--- src/rtl/core/uirq_pkg.sv ---
// ----------------------------------------------------------------------------
// uirq_pkg
// Shared constants, command codes and controller/datapath interface types
// for the unique index ring queue.
// ----------------------------------------------------------------------------
package uirq_pkg;

	// Default queue depth, fixed field widths, reset size and count limit
	localparam int DEPTH_DEF = 256;
	localparam int VAL_W     = 8;
	localparam int SIZE_W    = 9;
	localparam int COUNT_W   = 9;
	localparam int SIZE_RST  = 256;
	localparam int COUNT_MAX = 511;

	// Operation codes
	localparam logic [1:0] CMD_PUSH  = 2'd0;
	localparam logic [1:0] CMD_POP   = 2'd1;
	localparam logic [1:0] CMD_CLEAR = 2'd2;

	// Commands from the controller to the datapath
	typedef struct packed {
		logic load;        // capture the accepted item
		logic scan_start;  // set up the duplicate scan
		logic scan_step;   // issue one scan read / compare
		logic push_wr;     // store value at rear
		logic pop_rd;      // read front entry
		logic pop_commit;  // retire front entry
		logic clear;       // empty the queue
		logic respond;     // register a result
		logic resp_ok;     // result status
	} uirq_cmd_t;

	// Status from the datapath to the controller
	typedef struct packed {
		logic [1:0] cmd;
		logic       check;
		logic       full;
		logic       empty;
		logic       dup_hit;
		logic       scan_done;
	} uirq_sts_t;

endpackage

--- src/rtl/core/unique_index_ring_queue_unit.sv ---
// ----------------------------------------------------------------------------
// unique_index_ring_queue_unit
// Ring-buffer queue of 8-bit index values with an optional duplicate check
// on push; usable as a pool of free slot numbers.
// ----------------------------------------------------------------------------
// An item is taken when start is high and busy is low; its single result
// appears on ok, popped_value and entry_count for exactly one cycle while
// done is high, and cannot be held off. Clear, a push to a full queue, a pop
// from an empty queue, unused commands and a plain push are answered from
// the decode state; a pop is answered from a pop-wait state after one
// registered read of the slot memory. A push with check_unique on a non-empty
// queue scans the stored entries front to rear through the memory's single
// read port, one entry per cycle, each compare registered behind its read
// (a full queue refuses without a scan); a match ends the scan as soon as
// it is compared. Writing size_in_use empties the queue; it is taken on
// cfg_valid while cfg_ready (the block is idle) is high.
module unique_index_ring_queue_unit #(
	parameter int DEPTH = uirq_pkg::DEPTH_DEF
) (
	input  logic                          clk,
	input  logic                          arst_n,
	input  logic                          start,
	output logic                          busy,
	input  logic [1:0]                    cmd,
	input  logic [uirq_pkg::VAL_W-1:0]    value,
	input  logic                          check_unique,
	output logic                          done,
	output logic                          ok,
	output logic [uirq_pkg::VAL_W-1:0]    popped_value,
	output logic [uirq_pkg::COUNT_W-1:0]  entry_count,
	input  logic                          cfg_valid,
	output logic                          cfg_ready,
	input  logic [uirq_pkg::SIZE_W-1:0]   cfg_data
);

	uirq_pkg::uirq_cmd_t ctl_cmd;
	uirq_pkg::uirq_sts_t dp_sts;
	logic                cfg_we;

	// Take configuration only while idle
	assign cfg_ready = !busy;
	assign cfg_we    = cfg_valid && cfg_ready;

	uirq_ctrl u_ctrl (
		.clk    (clk),
		.arst_n (arst_n),
		.start  (start),
		.sts    (dp_sts),
		.cmd    (ctl_cmd),
		.busy   (busy)
	);

	uirq_dp #(
		.DEPTH (DEPTH)
	) u_dp (
		.clk          (clk),
		.arst_n       (arst_n),
		.cmd          (ctl_cmd),
		.sts          (dp_sts),
		.in_cmd       (cmd),
		.in_value     (value),
		.in_check     (check_unique),
		.cfg_we       (cfg_we),
		.cfg_data     (cfg_data),
		.done         (done),
		.ok           (ok),
		.popped_value (popped_value),
		.entry_count  (entry_count)
	);

	// A result always follows a busy cycle
	a_done_after_busy: assert property (@(posedge clk) disable iff (!arst_n)
		done |-> $past(busy))
		else $error("result without a preceding busy cycle");

	// An accepted item makes the block busy
	a_accept_busy: assert property (@(posedge clk) disable iff (!arst_n)
		(start && !busy) |=> busy)
		else $error("accepted item did not raise busy");

	// A failed operation returns no popped value
	a_fail_zero: assert property (@(posedge clk) disable iff (!arst_n)
		(done && !ok) |-> (popped_value == '0))
		else $error("failed operation returned a popped value");

	// A size write empties the queue
	a_cfg_empties: assert property (@(posedge clk) disable iff (!arst_n)
		cfg_we |=> (entry_count == '0))
		else $error("size write did not empty the queue");

endmodule

--- src/rtl/core/uirq_ram.sv ---
// ----------------------------------------------------------------------------
// uirq_ram
// Generic simple dual-port RAM: one write port, one read port with
// registered read data.
// ----------------------------------------------------------------------------
module uirq_ram #(
	parameter int WIDTH = 8,
	parameter int DEPTH = 256,
	parameter int AW    = $clog2(DEPTH)
) (
	input  logic             clk,
	input  logic             we,
	input  logic [AW-1:0]    waddr,
	input  logic [WIDTH-1:0] wdata,
	input  logic             re,
	input  logic [AW-1:0]    raddr,
	output logic [WIDTH-1:0] rdata
);

	logic [WIDTH-1:0] mem [DEPTH];
	logic [WIDTH-1:0] rdata_q;

	// Write port
	always_ff @(posedge clk) begin
		if (we) begin
			mem[waddr] <= wdata;
		end
	end

	// Registered read port
	always_ff @(posedge clk) begin
		if (re) begin
			rdata_q <= mem[raddr];
		end
	end

	assign rdata = rdata_q;

endmodule

--- src/rtl/core/uirq_ctrl.sv ---
// ----------------------------------------------------------------------------
// uirq_ctrl
// Controller state machine: decodes each item, sequences the duplicate
// scan and the pop read, and tells the datapath when to answer.
// ----------------------------------------------------------------------------
module uirq_ctrl (
	input  logic                clk,
	input  logic                arst_n,
	input  logic                start,
	input  uirq_pkg::uirq_sts_t sts,
	output uirq_pkg::uirq_cmd_t cmd,
	output logic                busy
);

	typedef enum logic [1:0] {
		ST_IDLE,
		ST_DECODE,
		ST_SCAN,
		ST_POP_WAIT
	} state_t;

	state_t state_q;
	state_t state_nx;

	// Next state and datapath commands
	always_comb begin
		state_nx = state_q;
		cmd      = '0;
		case (state_q)
			ST_IDLE: begin
				if (start) begin
					cmd.load = 1'b1;
					state_nx = ST_DECODE;
				end
			end
			ST_DECODE: begin
				case (sts.cmd)
					uirq_pkg::CMD_PUSH: begin
						if (sts.full) begin
							cmd.respond = 1'b1;
							state_nx    = ST_IDLE;
						end else if (sts.check && !sts.empty) begin
							cmd.scan_start = 1'b1;
							state_nx       = ST_SCAN;
						end else begin
							cmd.push_wr = 1'b1;
							cmd.respond = 1'b1;
							cmd.resp_ok = 1'b1;
							state_nx    = ST_IDLE;
						end
					end
					uirq_pkg::CMD_POP: begin
						if (sts.empty) begin
							cmd.respond = 1'b1;
							state_nx    = ST_IDLE;
						end else begin
							cmd.pop_rd = 1'b1;
							state_nx   = ST_POP_WAIT;
						end
					end
					uirq_pkg::CMD_CLEAR: begin
						cmd.clear   = 1'b1;
						cmd.respond = 1'b1;
						cmd.resp_ok = 1'b1;
						state_nx    = ST_IDLE;
					end
					default: begin
						cmd.respond = 1'b1;
						state_nx    = ST_IDLE;
					end
				endcase
			end
			ST_SCAN: begin
				cmd.scan_step = 1'b1;
				if (sts.dup_hit) begin
					cmd.respond = 1'b1;
					state_nx    = ST_IDLE;
				end else if (sts.scan_done) begin
					cmd.push_wr = 1'b1;
					cmd.respond = 1'b1;
					cmd.resp_ok = 1'b1;
					state_nx    = ST_IDLE;
				end
			end
			ST_POP_WAIT: begin
				cmd.pop_commit = 1'b1;
				cmd.respond    = 1'b1;
				cmd.resp_ok    = 1'b1;
				state_nx       = ST_IDLE;
			end
			default: begin
				state_nx = ST_IDLE;
			end
		endcase
	end

	// Hold state and the busy flag
	always_ff @(posedge clk or negedge arst_n) begin
		if (!arst_n) begin
			state_q <= ST_IDLE;
			busy    <= 1'b0;
		end else begin
			state_q <= state_nx;
			busy    <= (state_nx != ST_IDLE);
		end
	end

endmodule

--- src/rtl/core/uirq_dp.sv ---
// ----------------------------------------------------------------------------
// uirq_dp
// Datapath: slot memory, front/rear pointers, entry count, size register,
// duplicate scan unit and result registers.
// ----------------------------------------------------------------------------
module uirq_dp #(
	parameter int DEPTH = uirq_pkg::DEPTH_DEF
) (
	input  logic                          clk,
	input  logic                          arst_n,
	input  uirq_pkg::uirq_cmd_t           cmd,
	output uirq_pkg::uirq_sts_t           sts,
	input  logic [1:0]                    in_cmd,
	input  logic [uirq_pkg::VAL_W-1:0]    in_value,
	input  logic                          in_check,
	input  logic                          cfg_we,
	input  logic [uirq_pkg::SIZE_W-1:0]   cfg_data,
	output logic                          done,
	output logic                          ok,
	output logic [uirq_pkg::VAL_W-1:0]    popped_value,
	output logic [uirq_pkg::COUNT_W-1:0]  entry_count
);

	localparam int PTR_W    = (DEPTH > 1) ? $clog2(DEPTH) : 1;
	localparam int CNT_W    = $clog2(DEPTH + 1);
	localparam int RST_SIZE = (uirq_pkg::SIZE_RST > DEPTH) ? DEPTH : uirq_pkg::SIZE_RST;

	logic [1:0]                 cmd_q;
	logic [uirq_pkg::VAL_W-1:0] value_q;
	logic                       chk_q;
	logic [PTR_W-1:0]           front_q;
	logic [PTR_W-1:0]           rear_q;
	logic [CNT_W-1:0]           count_q;
	logic [CNT_W-1:0]           size_q;
	logic [CNT_W-1:0]           size_nx;
	logic [PTR_W-1:0]           scan_ptr_q;
	logic [CNT_W-1:0]           scan_left_q;
	logic                       cmp_vld_q;
	logic                       scan_issue;
	logic                       done_q;
	logic                       ok_q;
	logic [uirq_pkg::VAL_W-1:0] popped_q;
	logic                       ram_re;
	logic [PTR_W-1:0]           ram_raddr;
	logic [uirq_pkg::VAL_W-1:0] ram_rdata;

	// Advance a pointer, wrapping at the size in use
	function automatic logic [PTR_W-1:0] wrap_next(input logic [PTR_W-1:0] p,
	                                               input logic [CNT_W-1:0] sz);
		logic [CNT_W-1:0] n;
		n = CNT_W'(p) + CNT_W'(1);
		return (n >= sz) ? '0 : PTR_W'(n);
	endfunction

	// Clamp the written size into 1..DEPTH
	always_comb begin
		if (cfg_data == '0) begin
			size_nx = CNT_W'(1);
		end else if (32'(cfg_data) > 32'(DEPTH)) begin
			size_nx = CNT_W'(DEPTH);
		end else begin
			size_nx = CNT_W'(cfg_data);
		end
	end

	// Capture the accepted item
	always_ff @(posedge clk) begin
		if (cmd.load) begin
			cmd_q   <= in_cmd;
			value_q <= in_value;
			chk_q   <= in_check;
		end
	end

	// Size register, pointers and entry count
	always_ff @(posedge clk or negedge arst_n) begin
		if (!arst_n) begin
			size_q  <= CNT_W'(RST_SIZE);
			front_q <= '0;
			rear_q  <= '0;
			count_q <= '0;
		end else if (cfg_we) begin
			size_q  <= size_nx;
			front_q <= '0;
			rear_q  <= '0;
			count_q <= '0;
		end else if (cmd.clear) begin
			front_q <= '0;
			rear_q  <= '0;
			count_q <= '0;
		end else if (cmd.push_wr) begin
			rear_q  <= wrap_next(rear_q, size_q);
			count_q <= count_q + CNT_W'(1);
		end else if (cmd.pop_commit) begin
			front_q <= wrap_next(front_q, size_q);
			count_q <= count_q - CNT_W'(1);
		end
	end

	// Duplicate scan: one read issued per cycle, compared in the cycle after
	assign scan_issue = cmd.scan_step && (scan_left_q != '0);

	always_ff @(posedge clk or negedge arst_n) begin
		if (!arst_n) begin
			scan_ptr_q  <= '0;
			scan_left_q <= '0;
			cmp_vld_q   <= 1'b0;
		end else if (cmd.scan_start) begin
			scan_ptr_q  <= front_q;
			scan_left_q <= count_q;
			cmp_vld_q   <= 1'b0;
		end else if (cmd.scan_step) begin
			cmp_vld_q <= scan_issue;
			if (scan_issue) begin
				scan_ptr_q  <= wrap_next(scan_ptr_q, size_q);
				scan_left_q <= scan_left_q - CNT_W'(1);
			end
		end
	end

	// Slot memory
	assign ram_re    = cmd.pop_rd || scan_issue;
	assign ram_raddr = cmd.pop_rd ? front_q : scan_ptr_q;

	uirq_ram #(
		.WIDTH (uirq_pkg::VAL_W),
		.DEPTH (DEPTH),
		.AW    (PTR_W)
	) u_ram (
		.clk   (clk),
		.we    (cmd.push_wr),
		.waddr (rear_q),
		.wdata (value_q),
		.re    (ram_re),
		.raddr (ram_raddr),
		.rdata (ram_rdata)
	);

	// Status to the controller
	always_comb begin
		sts.cmd       = cmd_q;
		sts.check     = chk_q;
		sts.full      = (count_q >= size_q);
		sts.empty     = (count_q == '0);
		sts.dup_hit   = cmp_vld_q && (ram_rdata == value_q);
		sts.scan_done = (scan_left_q == '0) && !cmp_vld_q;
	end

	// Result registers
	always_ff @(posedge clk or negedge arst_n) begin
		if (!arst_n) begin
			done_q <= 1'b0;
		end else begin
			done_q <= cmd.respond;
		end
	end

	always_ff @(posedge clk) begin
		if (cmd.respond) begin
			ok_q     <= cmd.resp_ok;
			popped_q <= cmd.pop_commit ? ram_rdata : '0;
		end
	end

	assign done         = done_q;
	assign ok           = ok_q;
	assign popped_value = popped_q;
	assign entry_count  = (32'(count_q) > uirq_pkg::COUNT_MAX) ?
	                      uirq_pkg::COUNT_W'(uirq_pkg::COUNT_MAX) :
	                      uirq_pkg::COUNT_W'(count_q);

endmodule
--- config.mk ---
export PLATFORM = sky130hd
export DESIGN_NAME = unique_index_ring_queue_unit
export DESIGN_NICKNAME = d
export VERILOG_FILES = /design/src/rtl/core/uirq_pkg.sv /design/src/rtl/core/unique_index_ring_queue_unit.sv /design/src/rtl/core/uirq_ram.sv /design/src/rtl/core/uirq_ctrl.sv /design/src/rtl/core/uirq_dp.sv
export SDC_FILE = /design/constraint.sdc
export NUM_CORES = 2
export LEC_CHECK = 0
export BUFFER_PORTS_ARGS = -buffer_cell sky130_fd_sc_hd__buf_2
export CORE_MARGIN = 5
export CORE_UTILIZATION = 50
export CTS_CLUSTER_DIAMETER = 100
export DETAILED_ROUTE_END_ITERATION = 6
export PLACE_DENSITY = 0.65
export SLEW_MARGIN = 40
export SYNTH_ARGS = -nofsm -noshare
export SYNTH_HDL_FRONTEND = slang
export SYNTH_SLANG_ARGS = --single-unit
--- constraint.sdc ---
create_clock -name clk -period 5.9 [get_ports clk]
set_input_delay 0.59 -clock clk [delete_from_list [all_inputs] [get_ports clk]]
set_output_delay 0.59 -clock clk [all_outputs]
set_load 0.01 [all_outputs]
==> parameters.txt <==
Parameter                              Value

Clocking
  Maximum clock insertion buffer count ... 3
  Setup fix buffers added after clock tree synthesis ... 0
  CTS sink cnt ... 2132
  Post-CTS clock slew at the launch and capture registers of the worst setup and hold paths ... 60 ps
  Cells resized by post-CTS repair ... 0
  Clk Latency, worst-skew pair ... 880 ps
  Number of buffers created by CTS ... 211
  TritonCTS clock tree ... yes
  Clock Tree Root ... clkbuf_16
  Max H-tree Level ... 4

Detailed routing
  Total Wirelength ... 266.4 mm
  Vias ... 59190
  Via/cell ratio ... 6.198
  Number of DRC markers in iteration 0 ... 8869
  First-pass iteration count of the detailed router ... 7
  Antenna Nets Post-Route ... 0
  Mean routed wirelength per cell ... 27.90 um
  Residual DRC ... 1

Worst setup path
  Worst Setup Start Kind ... flip-flop
  Category of the worst setup path capture point ... flip-flop
  Critical path arrival ... 6420 ps
  Origin of the critical flop-to-flop path ... u_dp.entry_count[4]
  Slowest library cell on the worst path ... a311oi_1
  Delay contributed by the slowest stage of the critical path ... 740 ps
  Critical path fanouts, max ... 23
  Data required time of the critical path ... 6620 ps
  Crit path from ... u_dp.entry_count[4]
  Setup slack, reg-to-reg ... 200 ps
  CP most frequent cell ... buf_4
  Critical setup path kind ... reg -> reg
  Worst-path cell chain ... or4_4 > o311ai_4 > buf_4 > mux2i_4 > buf_4 > buf_12 > buf_4 > nand2_1 > and3_1 > a311oi_1 > a31oi_1 > o2111ai_1 > o31ai_4 > a311oi_1 > or3_1

Floorplanning
  Top-Level Pins ... 45
  Die X ... 427.5 um
  Core Box Area ... 173600 um2
  FP Rows ... 153
  Die boundary height ... 427.5 um
  Die Outline Area ... 182700 um2
  Initial standard-cell utilization of the core ... 50.19%

Synth
  Synth top area share ... 71.54%
  Count of distinct cell types in the synthesized netlist ... 75
  Top post-synthesis cells by area ... edfxtp_1 (72%), nand2_1 (8.8%), nand3_1 (5.3%), dfrtp_1 (1.6%), nor2_1 (1.3%)
  Synthesis Warnings ... 0
  Nets in the synthesized netlist ... 7019
  Cell taking the most area after synthesis ... edfxtp_1
  Post-synthesis instance area ... 87140 um2
  EDFF count, synth ... 2076
  FF+latch count, synth ... 2132
  Gate count of the mapped netlist ... 6939
  Proportion of synthesized flip-flops having asynchronous set or reset ... 2.627%
  Sequential area share after synthesis ... 73.15%
  Mean Syn Cell Area ... 12.56 um2
  Leading register cell type out of synthesis ... edfxtp_1

Global routing
  Wire length of the first global-routing pass ... 385.3 mm
  Total gr overflow ... 0
  Antenna violations before repair ... 8
  Global Route Usage Sum ... 28.79%
  Maximum number of pins on one net before global-route repair ... 177
  Via count of the first global-routing pass ... 55620

Timing
  Max-slew violations ... 0
  Part of the cycle the worst path needs ... 96.64%
  Fin Hold WS ... 92.61 ps
  Final hold viol count ... 0
  Normalized max-slew margin ... 36.43%
  Total negative slack ... 0 ps
  Worst setup margin ... 198.0 ps
  Measured slew at the worst slew-check pin ... 952.5 ps
  Time the final worst path needs with I/O delays and setup ... 5702 ps
  Unrepaired setup endpoints after global routing ... no
  Layout Skew ... 34.39 ps
  Final setup violation count ... 0
  Achievable Freq ... 175.4 MHz

Power
  Relative contribution of the clock network to total power ... 30.6%
  Max rail drop VDD ... 264.8 uV
  Power per cell area ... 443.5 nW/um2
  Switching pwr ... 0.01500 W
  Cell-internal power ... 0.02870 W
  Switching portion of total power ... 34.32%
  Sequential group share of total power ... 40.6%
  Combinational Power Share ... 28.8%
  Leakage Power ... 34.11 nW

Placed design
  Dpl ws ... 422.0 ps
  Buffers on Ports ... 44
  Weighted congestion reported at the end of routability-driven placement ... 0.9382
  Half-perimeter wire length of the detailed placement result ... 165.9 mm
  Cells after DPL ... 9143

Run status
  Outcome ... finished, violations left
  Violated checks ... design-rule violations

Worst hold path
  Startpoint of the worst hold path ... cfg_data[8]
  Class of the most critical hold timing path ... in -> reg

Layout
  Layout net count ... 7132
  Share of post-route cells with drive strength above 1 ... 10.51%
  Final non-filler cell total ... 9550
  Top library cells by usage in the layout, fill and taps aside ... edfxtp_1 (2076), nand2_1 (2027), nand3_1 (900)
  Final standard cell utilization of the core ... 56.74%
  Most common library cell in the layout ignoring fill and taps ... edfxtp_1
  Layout overhead on the synthesized area ... 13.05%

Flow run
  Number of max-capacitance violations reported ... 0
[sequential cells by signal, summed over array words and instances (netlist names), 9 cells and up]
signal,cells
u_dp.u_ram.mem,2048
u_dp.scan_left_q,9
u_dp.entry_count,9
u_dp.size_q,9
[cell usage after synthesis (all sizes together), types with 22 or more instances]
| cell type | count |
|---|---|
| ha | 55 |
| nand2 | 2039 |
| dfrtp | 55 |
| nor2 | 317 |
| mux2i | 73 |
| edfxtp | 2076 |
| o21ai | 103 |
| buf | 279 |
| a311oi | 74 |
| clkbuf | 158 |
| nor3 | 36 |
| a31oi | 120 |
| inv | 32 |
| nand4 | 55 |
| nand3 | 920 |
| o22ai | 32 |
| o211ai | 22 |
| a21oi | 108 |
| and3 | 116 |
[power groups by stage]
stage | Combinational (W) | Clock (W) | Sequential, W
after detailed placement | 0.0123 | 0 | 0.0180
after CTS | 0.0124 | 0.0134 | 0.0177
after global routing | 0.0135 | 0.0141 | 0.0177
after floorplan | 0.00738 | 0 | 0.0184
final | 0.0126 | 0.0134 | 0.0177
after global placement | 0.0122 | 0 | 0.0180
[cell type report]
class | instances | area, um2
fill | 13870 | 75110
timing repair buffer | 337 | 3237
tap | 2325 | 2909
clock inverter | 117 | 1315
clock buffer | 265 | 5513
sequential | 2132 | 63740
inverter | 32 | 120.1
multi-input combinational | 4338 | 21670
antenna | 4 | 10.01
[worst max-delay path, delay by kind of cell, from the launching register on]
| kind | cells | cell delay, ps |
|---|---|---|
| multiplexers | 1 | 570 |
| flip-flops | 1 | 450 |
| AND/OR/NAND/NOR | 4 | 1030 |
| buffers and inverters | 4 | 1320 |
| AO/OA/AOI/OAI | 6 | 2110 |
[layer usage]
| metal | track usage (%) | share of wire [%] | routed length (um) |
|---|---|---|---|
| met3 | 6.898 | 12 | 32550 |
| met4 | 11.85 | 4.7 | 12470 |
| met5 | 0 | 0.012 | 31 |
| met2 | 42.85 | 44 | 117500 |
| met1 | 41.03 | 39 | 103900 |
[metrics by stage]
step / total power [W] / cell area, um2
after floorplan: 0.02581 / 87140
after detailed placement: 0.03034 / 91310
after CTS: 0.04354 / 98320
final: 0.04369 / 98520
after global placement: 0.03019 / 90930
after global routing: 0.04533 / 98510
[worst paths after layout]
| check | endpoint | depth (start not counted) |
|---|---|---|
| min | u_dp.size_q[0] | 2 |
| min reg2reg | u_dp.size_q[2] | 2 |
| max reg2reg | u_dp.u_ram.rdata[3] | 15 |
| min in group asynchronous | u_dp.size_q[3] | 3 |
| max | u_dp.u_ram.rdata[3] | 15 |
| max in group asynchronous | u_dp.scan_ptr_q[3] | 3 |
[logic make-up (layout without fill, tap and decap cells)]
kind of cell,after synthesis,after routing,synth area share (%)
AOI/OAI and AO/OA,595,595,4.562
adders and majority gates,56,56,0.8127
buffers and inverters,469,751,2.576
muxes,84,84,0.9979
other,0,4,0
xor gates and xnor gates,39,39,0.3920
and+or+nand+nor,3564,3564,17.51
DFF,2132,2132,73.15
[repair_timing]
item / in CTS / in global routing
setup endpoints to repair: 0 / 0
endpoints found under the hold margin: 72 / 0
hold buffers: 18 / 0
No activity file was read; power rests on OpenSTA's default activity.
